**config.mk**
```make
export PLATFORM = sky130hd
export DESIGN_NAME = assembly_line_tokenizer_top
export DESIGN_NICKNAME = d
export VERILOG_FILES = /design/src/rtl/altok_pkg.sv /design/src/rtl/altok_step.sv /design/src/rtl/altok_outq.sv /design/src/rtl/assembly_line_tokenizer_top.sv
export SDC_FILE = /design/constraint.sdc
export NUM_CORES = 1
export LEC_CHECK = 0
export ABC_CLOCK_PERIOD_IN_PS = 6830
export BUFFER_PORTS_ARGS = -buffer_cell sky130_fd_sc_hd__buf_2
export CAP_MARGIN = 15
export CELL_PAD_IN_SITES_DETAIL_PLACEMENT = 0
export CELL_PAD_IN_SITES_GLOBAL_PLACEMENT = 1
export CORE_AREA = 4 4 94 184
export CTS_CLUSTER_DIAMETER = 50
export DETAILED_ROUTE_END_ITERATION = 6
export DIE_AREA = 0 0 98 188
export HOLD_SLACK_MARGIN = 0.02
export PLACE_DENSITY = 0.8
export RECOVER_POWER = 50
export SYNTH_ARGS = -nofsm -noshare
export SYNTH_HDL_FRONTEND = slang
export SYNTH_SLANG_ARGS = --single-unit
```
**constraint.sdc**
```tcl
create_clock -name clk_i -period 6.83 [get_ports clk_i]
set_input_delay 0.683 -clock clk_i [delete_from_list [all_inputs] [get_ports clk_i]]
set_output_delay 0.683 -clock clk_i [all_outputs]
set_load 0.005 [all_outputs]
```
**src/rtl/altok_pkg.sv**
```systemverilog
`timescale 1ns / 1ps
package altok_pkg;

  localparam int unsigned PosBits = 16;
  localparam int unsigned LenBits = 16;
  localparam logic [LenBits-1:0] LenMax = '1;

  typedef enum logic [2:0] {
    KindUnknown   = 3'd0,
    KindMnemonic  = 3'd1,
    KindOperand   = 3'd2,
    KindLabel     = 3'd3,
    KindDirective = 3'd4,
    KindSeparator = 3'd5,
    KindComment   = 3'd6,
    KindEol       = 3'd7
  } kind_e;

  localparam logic [7:0] CharColon     = 8'h3A;
  localparam logic [7:0] CharComma     = 8'h2C;
  localparam logic [7:0] CharSpace     = 8'h20;
  localparam logic [7:0] CharTab       = 8'h09;
  localparam logic [7:0] CharSemicolon = 8'h3B;
  localparam logic [7:0] CharNewline   = 8'h0A;
  localparam logic [7:0] CharZero      = 8'h30;
  localparam logic [7:0] CharNine      = 8'h39;

  localparam int unsigned NumWords = 8;
  localparam logic [23:0] WordTable [NumWords] = '{
    24'h4A4D50, // JMP
    24'h4A5250, // JRP
    24'h4C444E, // LDN
    24'h53544F, // STO
    24'h535542, // SUB
    24'h43504D, // CPM
    24'h535450, // STP
    24'h564152  // VAR
  };

  typedef struct packed {
    logic [7:0] char_code;
    logic       end_of_text;
  } item_t;

  typedef struct packed {
    kind_e               token_kind;
    logic [15:0]         token_start;
    logic [LenBits-1:0]  token_length;
    logic                last_of_run;
  } token_t;

  typedef struct packed {
    logic [1:0] count;
    token_t     tok0;
    token_t     tok1;
  } step_res_t;

  // mnemonic, directive or unknown for a three-character word
  function automatic kind_e word_kind(input logic [23:0] word);
    kind_e k;
    k = KindUnknown;
    for (int i = 0; i < NumWords; i++) begin
      if (word == WordTable[i]) begin
        k = (i == NumWords - 1) ? KindDirective : KindMnemonic;
      end
    end
    return k;
  endfunction

endpackage

```
**src/rtl/altok_step.sv**
```systemverilog
`timescale 1ns / 1ps
module altok_step (
  input  logic               clk_i,
  input  logic               rst_ni,
  input  logic               en_i,
  input  altok_pkg::item_t   item_i,
  output altok_pkg::step_res_t res_o
);
  import altok_pkg::*;

  logic [PosBits-1:0] pos_q, pos_d;
  logic [PosBits-1:0] pstart_q, pstart_d;
  logic [LenBits-1:0] plen_q, plen_d;
  kind_e              pkind_q, pkind_d;
  logic               lbl_q, lbl_d;
  logic               cmt_q, cmt_d;
  logic               acmd_q, acmd_d;
  logic [7:0]         fc0_q, fc0_d;
  logic [7:0]         fc1_q, fc1_d;

  token_t     toks [2];
  logic [1:0] n;
  logic [7:0] c;
  logic       has_p;
  kind_e      wk;

  always_comb begin
    c       = item_i.char_code;
    has_p   = (plen_q != '0);
    pos_d   = pos_q + 1'b1;
    pstart_d = pstart_q;
    plen_d  = plen_q;
    pkind_d = pkind_q;
    lbl_d   = lbl_q;
    cmt_d   = cmt_q;
    acmd_d  = acmd_q;
    fc0_d   = fc0_q;
    fc1_d   = fc1_q;
    toks[0] = '0;
    toks[1] = '0;
    n       = 2'd0;
    wk      = word_kind({fc0_q, fc1_q, c});

    if (lbl_q && c == CharColon) begin
      if (has_p) begin
        toks[n[0]] = '{KindLabel, 16'(pstart_q), plen_q, 1'b0};
        n = n + 2'd1;
        plen_d  = '0;
        pkind_d = KindUnknown;
      end
      lbl_d = 1'b0;
    end else if (c == CharComma && !cmt_q) begin
      if (has_p) begin
        toks[n[0]] = '{pkind_q, 16'(pstart_q), plen_q, 1'b0};
        n = n + 2'd1;
      end
      plen_d = '0;
      toks[n[0]] = '{KindSeparator, 16'(pos_q), LenBits'(1), 1'b0};
      n = n + 2'd1;
      pkind_d = KindUnknown;
    end else if ((c == CharSpace || c == CharTab) && !cmt_q) begin
      if (has_p) begin
        toks[n[0]] = '{pkind_q, 16'(pstart_q), plen_q, 1'b0};
        n = n + 2'd1;
        plen_d  = '0;
        pkind_d = KindUnknown;
      end
    end else if (c == CharSemicolon) begin
      cmt_d = 1'b1;
      if (has_p) begin
        toks[n[0]] = '{pkind_q, 16'(pstart_q), plen_q, 1'b0};
        n = n + 2'd1;
      end
      plen_d  = '0;
      pkind_d = KindComment;
    end else if (c == CharNewline) begin
      if (cmt_q) begin
        toks[n[0]] = '{KindComment, has_p ? 16'(pstart_q) : 16'(pos_q), plen_q, 1'b0};
        n = n + 2'd1;
      end else if (has_p) begin
        toks[n[0]] = '{pkind_q, 16'(pstart_q), plen_q, 1'b0};
        n = n + 2'd1;
      end
      plen_d = '0;
      lbl_d  = 1'b1;
      cmt_d  = 1'b0;
      toks[n[0]] = '{KindEol, 16'(pos_q), LenBits'(1), 1'b0};
      n = n + 2'd1;
      pkind_d = KindUnknown;
    end else begin
      // append, spaces and tabs inside a comment included
      if (plen_q == '0) begin
        pstart_d = pos_q;
        fc0_d    = c;
      end
      if (plen_q == LenBits'(1)) begin
        fc1_d = c;
      end
      if (plen_q != LenMax) begin
        plen_d = plen_q + 1'b1;
      end
      if (pkind_q == KindUnknown && !((c == CharSpace || c == CharTab))) begin
        if (plen_d == LenBits'(1) && c >= CharZero && c <= CharNine) begin
          pkind_d = KindOperand;
        end else if (acmd_q) begin
          acmd_d  = 1'b0;
          pkind_d = KindOperand;
        end else if (plen_d == LenBits'(3) && wk != KindUnknown) begin
          acmd_d  = 1'b1;
          pkind_d = wk;
        end
      end
    end

    if (item_i.end_of_text) begin
      if (plen_d != '0) begin
        toks[n[0]] = '{pkind_d, 16'(pstart_d), plen_d, 1'b0};
        n = n + 2'd1;
      end
      pos_d    = '0;
      pstart_d = '0;
      plen_d   = '0;
      pkind_d  = KindUnknown;
      lbl_d    = 1'b1;
      cmt_d    = 1'b0;
      acmd_d   = 1'b0;
      fc0_d    = '0;
      fc1_d    = '0;
    end

    if (n == 2'd1) begin
      toks[0].last_of_run = 1'b1;
    end
    if (n == 2'd2) begin
      toks[1].last_of_run = 1'b1;
    end

    res_o.count = n;
    res_o.tok0  = toks[0];
    res_o.tok1  = toks[1];
  end

  always_ff @(posedge clk_i or negedge rst_ni) begin
    if (!rst_ni) begin
      pos_q    <= '0;
      pstart_q <= '0;
      plen_q   <= '0;
      pkind_q  <= KindUnknown;
      lbl_q    <= 1'b1;
      cmt_q    <= 1'b0;
      acmd_q   <= 1'b0;
      fc0_q    <= '0;
      fc1_q    <= '0;
    end else if (en_i) begin
      pos_q    <= pos_d;
      pstart_q <= pstart_d;
      plen_q   <= plen_d;
      pkind_q  <= pkind_d;
      lbl_q    <= lbl_d;
      cmt_q    <= cmt_d;
      acmd_q   <= acmd_d;
      fc0_q    <= fc0_d;
      fc1_q    <= fc1_d;
    end
  end

endmodule

```
**src/rtl/altok_outq.sv**
```systemverilog
`timescale 1ns / 1ps
module altok_outq (
  input  logic                 clk_i,
  input  logic                 rst_ni,
  input  logic                 load_i,
  input  altok_pkg::step_res_t res_i,
  input  logic                 out_stall_i,
  output logic                 out_valid_o,
  output altok_pkg::token_t    out_item_o,
  output logic [1:0]           count_o
);
  import altok_pkg::*;

  logic [1:0] cnt_q, cnt_d;
  token_t     head_q, head_d;
  token_t     tail_q, tail_d;
  logic       pop;

  assign out_valid_o = (cnt_q != 2'd0);
  assign out_item_o  = head_q;
  assign count_o     = cnt_q;
  assign pop         = out_valid_o && !out_stall_i;

  always_comb begin
    cnt_d  = cnt_q;
    head_d = head_q;
    tail_d = tail_q;
    if (load_i) begin
      cnt_d  = res_i.count;
      head_d = res_i.tok0;
      tail_d = res_i.tok1;
    end else if (pop) begin
      if (cnt_q == 2'd2) begin
        head_d = tail_q;
        cnt_d  = 2'd1;
      end else begin
        cnt_d = 2'd0;
      end
    end
  end

  always_ff @(posedge clk_i or negedge rst_ni) begin
    if (!rst_ni) begin
      cnt_q <= 2'd0;
    end else begin
      cnt_q <= cnt_d;
    end
  end

  always_ff @(posedge clk_i) begin
    head_q <= head_d;
    tail_q <= tail_d;
  end

endmodule

```
**src/rtl/assembly_line_tokenizer_top.sv**
```systemverilog
`timescale 1ns / 1ps
// Assembly line tokenizer: one source character per item in, token descriptors
// (kind, start, length, last_of_run) out. A character waits in the input
// register until it is consumed, and its tokens are then loaded into the
// output register, from which the first token is offered. One character is
// taken every cycle while each character gives at most one token and the
// output is not stalled; a character that gives two (comma or newline ending
// a pending token, or newline closing a comment) holds the input side while
// the two-entry output buffer drains.
// Positions wrap at the position width and lengths saturate at 65535.
module assembly_line_tokenizer_top (
  input  logic              clk_i,
  input  logic              rst_ni,
  input  logic              in_valid_i,
  output logic              in_stall_o,
  input  altok_pkg::item_t  in_item_i,
  output logic              out_valid_o,
  input  logic              out_stall_i,
  output altok_pkg::token_t out_item_o
);
  import altok_pkg::*;

  item_t     item_q;
  logic      valid_q;
  logic      consume;
  logic [1:0] out_cnt;
  step_res_t res;

  assign consume    = valid_q &&
                      (out_cnt == 2'd0 || (out_cnt == 2'd1 && !out_stall_i));
  assign in_stall_o = valid_q && !consume;

  always_ff @(posedge clk_i or negedge rst_ni) begin
    if (!rst_ni) begin
      valid_q <= 1'b0;
    end else if (!in_stall_o) begin
      valid_q <= in_valid_i;
    end
  end

  always_ff @(posedge clk_i) begin
    if (in_valid_i && !in_stall_o) begin
      item_q <= in_item_i;
    end
  end

  altok_step u_step (
    .clk_i  (clk_i),
    .rst_ni (rst_ni),
    .en_i   (consume),
    .item_i (item_q),
    .res_o  (res)
  );

  altok_outq u_outq (
    .clk_i       (clk_i),
    .rst_ni      (rst_ni),
    .load_i      (consume),
    .res_i       (res),
    .out_stall_i (out_stall_i),
    .out_valid_o (out_valid_o),
    .out_item_o  (out_item_o),
    .count_o     (out_cnt)
  );

endmodule

```
==> metrics.md, run 1 <==
| Metric | Value |
|---|---|
| Failing checks | `max-capacitance violations, max-slew violations` |
| Resize count post-CTS | `0` |
| Final setup viols | `0` |
| Top cells by area, synth | `edfxtp_1 30%, dfrtp_1 22%, nand2_1 4.5%, o21ai_0 3.2%, nor2_1 3.2%` |
| Total gr overflow | `0` |
| Worst-Margin Slew | `4.23 ns` |
| Ant. Diodes | `0` |
| Top Family by Delay on Critical Path | `simple AND/OR/NAND/NOR gates` |
| Type of origin of the critical path | `flop` |
| VDD IR max | `267 uV` |
| CTS root buffer | `clkbuf_16` |
| Status | `complete, but fails checks` |
| Die width | `98 um` |
| Pin count of the biggest net entering global routing | `74` |
| Static leakage | `~3.6 nW` |
| Sequential area share after synthesis | `0.529` |
| Layout Cells excl Fill | `1054` |
| # DRC | `0` |
| Initial antenna violation count | `0` |
| Clk Latency, worst-skew pair | `0.43 ns` |
| Placed insts | `1022` |
| Critical path's largest stage delay | `0.95 ns` |
| Crit path kind | `flop to flop` |
| Placed Area | `8450 um^2` |
| Final instance area | `approximately 9000 um^2` |
| Die Ht | `between 150 and 200 um` |
| Final Slew Violations | `172` |
| Crit path DAT | `4.67 ns` |
| Pre-CTS WS | `2.43 ns` |
| Worst-case clock buffer depth | `2` |
| Cell taking the most area after synthesis | `edfxtp_1` |
| Final setup skew | `0.0209 ns` |
| Via density | `roughly 6.3` |
| Unique cell type count in the Yosys netlist | `between 70 and 80` |
| Detailed router's first-iteration violation count | `around 530` |
| Flop pwr share | `0.423` |
| Critical Path Slowest Stage Cell | `nor4_4` |
| NetSw | `1.12 mW` |
| Hold_buf cts | `0` |
| Comb power frac | `0.272` |
| Layout Nets | `857` |
| Final Wtd Congestion | `0.954` |
| DRT antenna net count | `0` |
| Layout Area Growth over Synthesis | `11.9%` |
| Mean Syn Cell Area | `10.0 um^2` |
| Critical path capture point type | `flop` |
| Dpl hpwl | `16300 um` |
| Port Buf Inserts | `50` |
| Core footprint | `15900 um^2` |
| Critical-path cell list | `ha_1, nand4_1, nor4_4, or3_1, nand4_1, nor4_2, a21oi_2, o211a_4, a221o_1` |
| WP data required | `6.99 ns` |
| Yosys warns | `0` |
| Crit path buffers/inverters | `0` |
| Post-CTS Setup Inserts | `0` |
| Post-Syn Area | `about 8100 um^2` |
| DR vias | `6632` |
| GRT Total Usage | `0.258` |
| Clock share of power | `0.306` |
| Row cnt | `65` |
| Clock sink count | `154` |
| PD cells | `357 nW/um^2` |
| Share of cells above drive strength 1 | `0.111` |
| Via count of the first global-routing pass | `6759` |
| Detailed Routing Iterations Pass 1 | `6` |
| Flop and latch count out of synthesis | `154` |
| Post-synth EDFFs | `81` |
| Setup TNS | `0 ns` |
| WL/cell | `22.3 um` |
| Cells after Synth | `about 810` |
| Slew headroom | `-1.82` |
| Global-route wire length before repair | `36600 um` |
| Tmin final | `4.51 ns` |
| Min-Delay Path Class | `primary input to flop` |
| Io pins | `51` |
| Full die area | `between 15000 and 20000 um^2` |
| TritonCTS clock tree | `yes` |
| Post-synth top area share | `0.302` |
| Clock-pin transition on the worst setup and hold timing paths | `0.07 ns` |
| Total CTS buffers | `17` |
| Max Cap Viol | `3` |
| H-tree lvl count | `4` |
| Final WS setup | `2.32 ns` |
| Most common cell on crit path | `nand4_1` |
| Pint | `between 2 and 2.5 mW` |
| Initial core utilization | `0.508` |
| Final hold vios | `0` |
| Synth async-reset ratio | `0.474` |
| RSZ-0062 raised after global routing | `no` |
| Routed Wire Length | `~23000 um` |
| Crit-path max FO | `17` |
| Tcrit/Tclk final | `0.661` |
| Ys flop type | `edfxtp_1` |
| Switch share | `0.348` |
| R2R Setup Slk | `2.32 ns` |
| Fmax achieved | `221 MHz` |
==> kinds of logic after synthesis <==
| family | after synthesis | share of synthesized area |
|---|---|---|
| compound gates | 219 | 0.189 |
| fa+ha+maj | 4 | 0.00621 |
| flops | 154 | 0.529 |
| xor+xnor | 17 | 0.0185 |
| other cells | 1 | 0.000465 |
| mux | 6 | 0.00776 |
| simple gates | 333 | 0.212 |
| buf+inv | 71 | 0.0368 |
==> final timing paths <==
kind | startpoint | depth (start not counted) | end
setup / recovery | u_step.plen_q[0]$_DFFE_PN0P_ | 9 | u_outq.out_item_o[20]$_DFFE_PP_
hold / removal | in_item_i[0] | 1 | item_q[0]$_DFFE_PP_
setup reg to reg | u_step.plen_q[0]$_DFFE_PN0P_ | 9 | u_outq.out_item_o[20]$_DFFE_PP_
hold reg to reg | u_step.lbl_q$_DFFE_PN1P_ | 2 | u_step.lbl_q$_DFFE_PN1P_
max in group asynchronous | rst_ni | 1 | u_outq.count_o[0]$_DFFE_PN0P_
min in group asynchronous | rst_ni | 1 | u_step.plen_q[12]$_DFFE_PN0P_
==> area by class of cell <==
cell class | count | area [um^2]
clock buffers | 19 | 443
clock inverters | 13 | 168
fillers | 1410 | 6840
inverters | 14 | 52.6
multi-input cells | 594 | 3560
flip-flops and latches | 154 | 4260
well taps | 201 | 251
repair buffers | 59 | 284
==> stage by stage <==
| step | hold WS [ns] | utilization | total power [mW] |
|---|---|---|---|
| floorplan | 0.387 | - | 1.93 |
| global placement | 0.466 | 0.533 | 2.23 |
| detailed placement | 0.470 | 0.533 | 2.26 |
| CTS | 0.423 | 0.571 | 3.24 |
| global route | 0.423 | 0.569 | 3.39 |
| finish | 0.439 | 0.569 | 3.22 |
==> layer usage <==
layer | routed length [um] | vias up | global-route usage | share of wire
met5 | 0 | - | 0 | 0
met4 | 1990 | 0 | 0.196 | 0.085
met3 | 971 | 81 | 0.0402 | 0.041
met2 | 12400 | 267 | 0.462 | 0.53
met1 | 8090 | 3247 | 0.263 | 0.34
li1 | - | 3037 | - | -
==> flip-flops by register name, indices dropped and copies added (netlist names), 2 cells and up <==
register and flops:
item_q 9, u_outq.count_o 2, u_outq.out_item_o 36, u_outq.tail_q 36, u_step.fc0_q 8, u_step.fc1_q 8, u_step.pkind_q 3, u_step.plen_q 16
u_step.pos_q 16, u_step.pstart_q 16
==> Yosys cell counts (all sizes together) (10+ instances only) <==
library cell / n
o31ai: 10
xor2: 13
edfxtp: 81
nor3: 17
clkbuf: 46
a22oi: 25
nor2b: 13
a21oi: 35
dfrtp: 72
inv: 12
nor4: 13
and2: 36
nand3: 20
o21ai: 62
nand2: 96
buf: 11
a221o: 16
nor2: 68
nand4: 16
==> power groups by stage <==
stage          Combinational (mW)  Sequential [mW]  Clock, mW
2_1_floorplan               0.608             1.32          0
3_3_place_gp                0.870             1.36          0
3_5_place_dp                0.887             1.37          0
4_1_cts                     0.890             1.36      0.999
5_1_grt                     0.965             1.38       1.04
6_report                    0.874             1.36      0.984
==> layout by cell type, fill, tap and decap left out, types with 5 or more instances in the layout <==
master | Yosys | routed
a21o_1 | 7 | 7
o21ai_0 | 51 | 51
a22o_1 | 5 | 5
a31o_2 | 9 | 9
xor2_1 | 13 | 13
nor2_1 | 68 | 68
a31oi_1 | 8 | 8
or3_1 | 6 | 6
nor3_1 | 17 | 17
o211ai_1 | 5 | 5
a221o_1 | 16 | 16
o22ai_1 | 5 | 5
nand2_1 | 96 | 96
clkbuf_16 | 0 | 17
buf_4 | 0 | 8
a22oi_1 | 25 | 25
o31ai_1 | 10 | 10
o21ai_1 | 11 | 11
nor4_1 | 11 | 11
dfrtp_1 | 72 | 72
clkbuf_1 | 46 | 25
and3_1 | 8 | 8
edfxtp_1 | 81 | 81
conb_1 | 1 | 15
and4_1 | 7 | 7
or2_2 | 5 | 5
a21oi_1 | 33 | 33
nand2b_1 | 8 | 7
and2_1 | 36 | 35
o21a_1 | 5 | 5
inv_1 | 12 | 13
buf_2 | 6 | 26
nand4_1 | 16 | 16
nor2b_1 | 13 | 13
nand3_1 | 20 | 20
No activity file was read; power rests on OpenSTA's default activity.
==> inputs of run 2 (changes only) <==
- ABC_CLOCK_PERIOD_IN_PS: 6830 -> 4100
- CORE_AREA: 4 4 94 184 -> 4 4 102 201
- DIE_AREA: 0 0 98 188 -> 0 0 106 205
- PLACE_DENSITY: 0.8 -> 0.72
- clock period: 6.83 -> 4.1 ns (I/O delays scaled with it)
==> run 2 against run 1 <==
The run still ends with max-capacitance violations, max-slew violations left. Clock-buffer cell count unchanged. Clock power up 50%. Critical path depth up 2. Sequential power up 65%. Worst hold slack worse by 0.27 ns. Setup slack worse by 1.9 ns. Cell count up 6.8%. Critical endpoint is now u_outq.out_item_o[30]$_DFFE_PP_. Largest cell class unchanged. Largest power group unchanged. Highest routed layer unchanged.
==> metrics.md, run 2 (synthesis gave the netlist of run 1 again) <==
| Metric | Value |
|---|---|
| Status | `complete, but fails checks` |
| Failing checks | `max-capacitance violations, max-slew violations` |
| Detailed Routing Iterations Pass 1 | `5` |
| WL/cell | `21.5 um` |
| Placed insts | `1092` |
| WP data required | `between 4 and 5 ns` |
| Critical-path cell list | `ha_1, nand4_1, buf_4, nor4_4, buf_4, or3_1, nand4_1, nor4_2, a21oi_2, o211a_4, a221o_1` |
| Tot Pwr | `5.22 mW` |
| RSZ-0062 raised after global routing | `no` |
| Multi-input gate area | `3550 um^2` |
| Die Ht | `205 um` |
| Final Wtd Congestion | `0.963` |
| Dpl hpwl | `17200 um` |
| Critical path capture point type | `flop` |
| Crit path kind | `flop to flop` |
| Worst-Margin Slew | `3.07 ns` |
| Min-Delay Path Class | `primary input to flop` |
| Hold_ws | `between 0.15 and 0.2 ns` |
| Tcrit/Tclk final | `0.904` |
| Total CTS buffers | `17` |
| Crit path buffers/inverters | `2` |
| Setup crit start | `u_step.plen_q[1]$_DFFE_PN0P_` |
| Die width | `106 um` |
| NetSw | `between 1.5 and 2 mW` |
| Layout Area Growth over Synthesis | `13.6%` |
| Port Buf Inserts | `50` |
| Full die area | `around 22000 um^2` |
| Crit path DAT | `3.87 ns` |
| Pin count of the biggest net entering global routing | `81` |
| DRT antenna net count | `0` |
| Io pins | `between 50 and 60` |
| Clock share of power | `0.284` |
| Core footprint | `18800 um^2` |
| Setup TNS | `0 ns` |
| Crit-path max FO | `16` |
| Post-CTS Setup Inserts | `0` |
| Via density | `just under 6` |
| Total gr overflow | `0` |
| Top Family by Delay on Critical Path | `simple AND/OR/NAND/NOR gates` |
| Final hold vios | `0` |
| Layout Nets | `875` |
| Share of cells above drive strength 1 | `0.123` |
| # DRC | `0` |
| Hold_buf cts | `0` |
| Max Cap Viol | `1` |
| Final Slew Violations | `just under 50` |
| Initial core utilization | `0.428` |
| Worst-case clock buffer depth | `2` |
| Static leakage | `3.63 nW` |
| Fmax achieved | `~270 MHz` |
| Flop pwr share | `0.430` |
| Final setup skew | `0.0118 ns` |
| GRT Total Usage | `0.227` |
| Slew headroom | `-1.05` |
| Hold path start | `in_item_i[8]` |
| Placed Area | `8630 um^2` |
| Tmin final | `between 3 and 4 ns` |
| Final instance area | `9150 um^2` |
| Via count of the first global-routing pass | `6733` |
| Global-route wire length before repair | `37600 um` |
| Initial antenna violation count | `0` |
| Fillcell total | `1875` |
| Clock-pin transition on the worst setup and hold timing paths | `approximately 0.060 ns` |
| R2R Path Start | `u_step.plen_q[1]$_DFFE_PN0P_` |
| Layout Cells excl Fill | `1126` |
| H-tree lvl count | `4` |
| Row cnt | `71` |
| Most common cell after layout, fill and taps aside | `nand2_1` |
| Clock sink count | `154` |
| CTS root buffer | `clkbuf_16` |
| Ant. Diodes | `0` |
| Pint | `3.33 mW` |
| Comb power frac | `0.286` |
| Most frequent cells in the layout | `96 x nand2_1, 81 x edfxtp_1, 72 x dfrtp_1` |
| DR vias | `6636` |
| TritonCTS clock tree | `yes` |
| Critical path's largest stage delay | `0.47 ns` |
| Critical Path Slowest Stage Cell | `dfrtp_1` |
| Detailed router's first-iteration violation count | `477` |
| Switch share | `0.363` |
| VDD IR max | `544 uV` |
| Type of origin of the critical path | `flop` |
| Routed Wire Length | `24300 um` |
| Resize count post-CTS | `0` |
| PD cells | `571 nW/um^2` |
| Final setup viols | `0` |
| FF+latch area | `4260 um^2` |
| Clk Latency, worst-skew pair | `0.42 ns` |
[run 2: metrics by stage]
step	setup WS, ns	utilization
3_3_place_gp	0.402	0.458
5_1_grt	0.114	0.486
2_1_floorplan	0.839	-
6_report	0.396	0.486
3_5_place_dp	0.301	0.458
4_1_cts	0.294	0.488
[run 2: final cells by class]
class / instances / area share
clock buffers: 19 / 0.0484
clock inverters: 13 / 0.0119
inverters: 14 / 0.00574
multi-input cells: 594 / 0.388
flip-flops and latches: 154 / 0.466
well taps: 255 / 0.0349
repair buffers: 77 / 0.0451
[run 2: power by group through the flow]
stage | registers [mW] | logic [mW] | clock network, mW
after global routing | 2.28 | 1.65 | 1.58
after global placement | 2.26 | 1.50 | 0
final | 2.25 | 1.49 | 1.48
after floorplan | 2.20 | 1.01 | 0
after CTS | 2.24 | 1.53 | 1.51
after detailed placement | 2.27 | 1.53 | 0
[run 2: worst paths after layout]
check,end,slack [ns],cells after the start
max,u_outq.out_item_o[30]$_DFFE_PP_,0.40,11
min,item_q[8]$_DFFE_PP_,0.17,1
max reg2reg,u_outq.out_item_o[30]$_DFFE_PP_,0.40,11
min reg2reg,u_step.lbl_q$_DFFE_PN1P_,0.49,2
max in group asynchronous,u_step.pos_q[4]$_DFFE_PN0P_,1.13,2
min in group asynchronous,u_step.plen_q[4]$_DFFE_PN0P_,1.00,1
[run 2: routing by layer]
layer  vias up  wire, um  global-route usage
li1       3071         -                   -
met2       265     13200               0.414
met3        78      1050              0.0341
met4         0      1640               0.151
met5         -         0                   0
met1      3222      8330               0.238
==> inputs of run 3 (changes only) <==
- CORE_AREA: 4 4 102 201 -> 4 4 121 239
- DIE_AREA: 0 0 106 205 -> 0 0 125 243
- MAX_ROUTING_LAYER: not set -> met4
- PLACE_DENSITY: 0.72 -> 0.53
==> run 3 against run 2 <==
The flow still finishes with violations (max-capacitance violations, max-slew violations). Core utilization decreased by 14 points. Total power grew 3.1%. Sequential power about the same.
==> metrics.md, run 3 (synthesis gave the netlist of run 1 again) <==
| Metric | Value |
|---|---|
| Status | `complete, but fails checks` |
| Failing checks | `max-capacitance violations, max-slew violations` |
| Ant. Diodes | `0` |
| Min-Delay Path Class | `primary input to flop` |
| Critical Path Slowest Stage Cell | `nor4_1` |
| Tmin final | `~3.7 ns` |
| Crit path kind | `flop to flop` |
| Die Ht | `approximately 240 um` |
| Worst-case clock buffer depth | `2` |
| Crit path buffers/inverters | `1` |
| Resize count post-CTS | `0` |
| Global-route wire length before repair | `around 40000 um` |
| Fillcell total | `2771` |
| Clock-pin transition on the worst setup and hold timing paths | `~0.060 ns` |
| Multi-input gate area | `3570 um^2` |
| WL/cell | `approximately 22 um` |
| Detailed router's first-iteration violation count | `503` |
| Crit-path max FO | `16` |
| Final Slew Violations | `a little under 100` |
| VDD IR max | `just over 300 uV` |
| PD cells | `578 nW/um^2` |
| NetSw | `1.95 mW` |
| Most common cell after layout, fill and taps aside | `nand2_1` |
| Hold_ws | `0.147 ns` |
| TritonCTS clock tree | `yes` |
| Fmax achieved | `268 MHz` |
| Final Wtd Congestion | `0.929` |
| Total gr overflow | `0` |
| Static leakage | `3.66 nW` |
| Layout Area Growth over Synthesis | `15.7%` |
| Final hold vios | `0` |
| Initial core utilization | `0.298` |
| Total CTS buffers | `17` |
| Max Cap Viol | `2` |
| Share of cells above drive strength 1 | `0.124` |
| Detailed Routing Iterations Pass 1 | `5` |
| Clock share of power | `0.292` |
| FF-to-FF path depth | `10` |
| Core footprint | `roughly 27000 um^2` |
| Most frequent cells in the layout | `96 x nand2_1, 81 x edfxtp_1, 72 x dfrtp_1` |
| R2R Setup Slk | `0.37 ns` |
| Final setup viols | `0` |
| WP data required | `roughly 4.3 ns` |
| Io pins | `51` |
| RSZ-0062 raised after global routing | `no` |
| Critical path depth | `10` |
| Critical path capture point type | `flop` |
| Hold Path Cell Cnt | `1` |
| Worst-Margin Slew | `1.88 ns` |
| DRT antenna net count | `0` |
| Clk Latency, worst-skew pair | `roughly 0.44 ns` |
| GRT Total Usage | `0.179` |
| Routed Wire Length | `26500 um` |
| Type of origin of the critical path | `flop` |
| Tot Pwr | `approximately 5.4 mW` |
| Initial antenna violation count | `0` |
| Crit path DAT | `3.91 ns` |
| Layout Nets | `878` |
| Die width | `around 130 um` |
| Comb power frac | `0.289` |
| Via count of the first global-routing pass | `6734` |
| # DRC | `0` |
| Pin count of the biggest net entering global routing | `74` |
| Pint | `3.43 mW` |
| Critical-path cell list | `ha_1, nand4_1, buf_4, o211ai_1, nor4_1, o211ai_1, nor4_2, a211o_1, a31oi_4, a221o_1` |
| H-tree lvl count | `4` |
| Critical path's largest stage delay | `0.52 ns` |
| Clock sink count | `154` |
| Row cnt | `85` |
| FF+latch area | `4260 um^2` |
| Setup TNS | `0 ns` |
| Port Buf Inserts | `50` |
| Switch share | `0.362` |
| Dpl hpwl | `18600 um` |
| Top Family by Delay on Critical Path | `simple AND/OR/NAND/NOR gates` |
| Most common cell on crit path | `o211ai_1` |
| CTS root buffer | `clkbuf_16` |
| Tcrit/Tclk final | `0.909` |
| Final setup skew | `approximately 0.017 ns` |
| Slew headroom | `-0.254` |
| Full die area | `30400 um^2` |
| DR vias | `approximately 6.7k` |
| Flop pwr share | `0.419` |
| Via density | `5.45` |
## run 3: layer usage
metal,up-vias,part of all wire,track usage,wire length (um)
met3,66,0.032,0.0264,861
met2,208,0.57,0.337,15200
met4,0,0.050,0.0990,1340
met1,3304,0.34,0.173,9130
met5,-,0,-,0
li1,3084,-,-,-
## run 3: per-stage QoR
step,worst slack [ns],util,instance area [um^2],instances
after floorplan,0.839,-,8110,819
after global placement,0.416,0.325,8780,1188
after detailed placement,0.370,0.325,8780,1188
after CTS,0.352,0.346,9360,1220
after global routing,0.0359,0.345,9330,1222
final,0.375,0.345,9330,1222
## run 3: power by group through the flow
stage	clock network, mW	registers, mW	logic [mW]
2_1_floorplan	0	2.20	1.01
3_3_place_gp	0	2.27	1.58
3_5_place_dp	0	2.28	1.60
4_1_cts	1.62	2.25	1.61
5_1_grt	1.68	2.29	1.71
6_report	1.58	2.26	1.56
## run 3: what timing repair did
| item | in CTS | in global routing |
|---|---|---|
| endpoints found under the hold margin | 0 | 12 |
| hold buffers | 0 | 1 |
| buffers inserted | 0 | 0 |
## run 3: worst paths after layout
kind                                              start                         endpoint
setup / recovery           u_step.plen_q[1]$_DFFE_PN0P_  u_outq.out_item_o[26]$_DFFE_PP_
hold / removal                             in_item_i[4]              item_q[4]$_DFFE_PP_
setup reg to reg           u_step.plen_q[1]$_DFFE_PN0P_  u_outq.out_item_o[26]$_DFFE_PP_
hold reg to reg                u_step.lbl_q$_DFFE_PN1P_         u_step.lbl_q$_DFFE_PN1P_
max in group asynchronous                        rst_ni    u_step.plen_q[12]$_DFFE_PN0P_
min in group asynchronous                        rst_ni      u_step.fc1_q[2]$_DFFE_PN0P_
## run 3: area by class of cell
class / count / share of cell area
Clock buffer: 19 / 0.0464
Timing Repair Buffer: 80 / 0.0464
Clock inverter: 13 / 0.0154
Multi-Input combinational cell: 594 / 0.383
Inverter: 14 / 0.00563
Tap cell: 348 / 0.0467
Sequential cell: 154 / 0.457
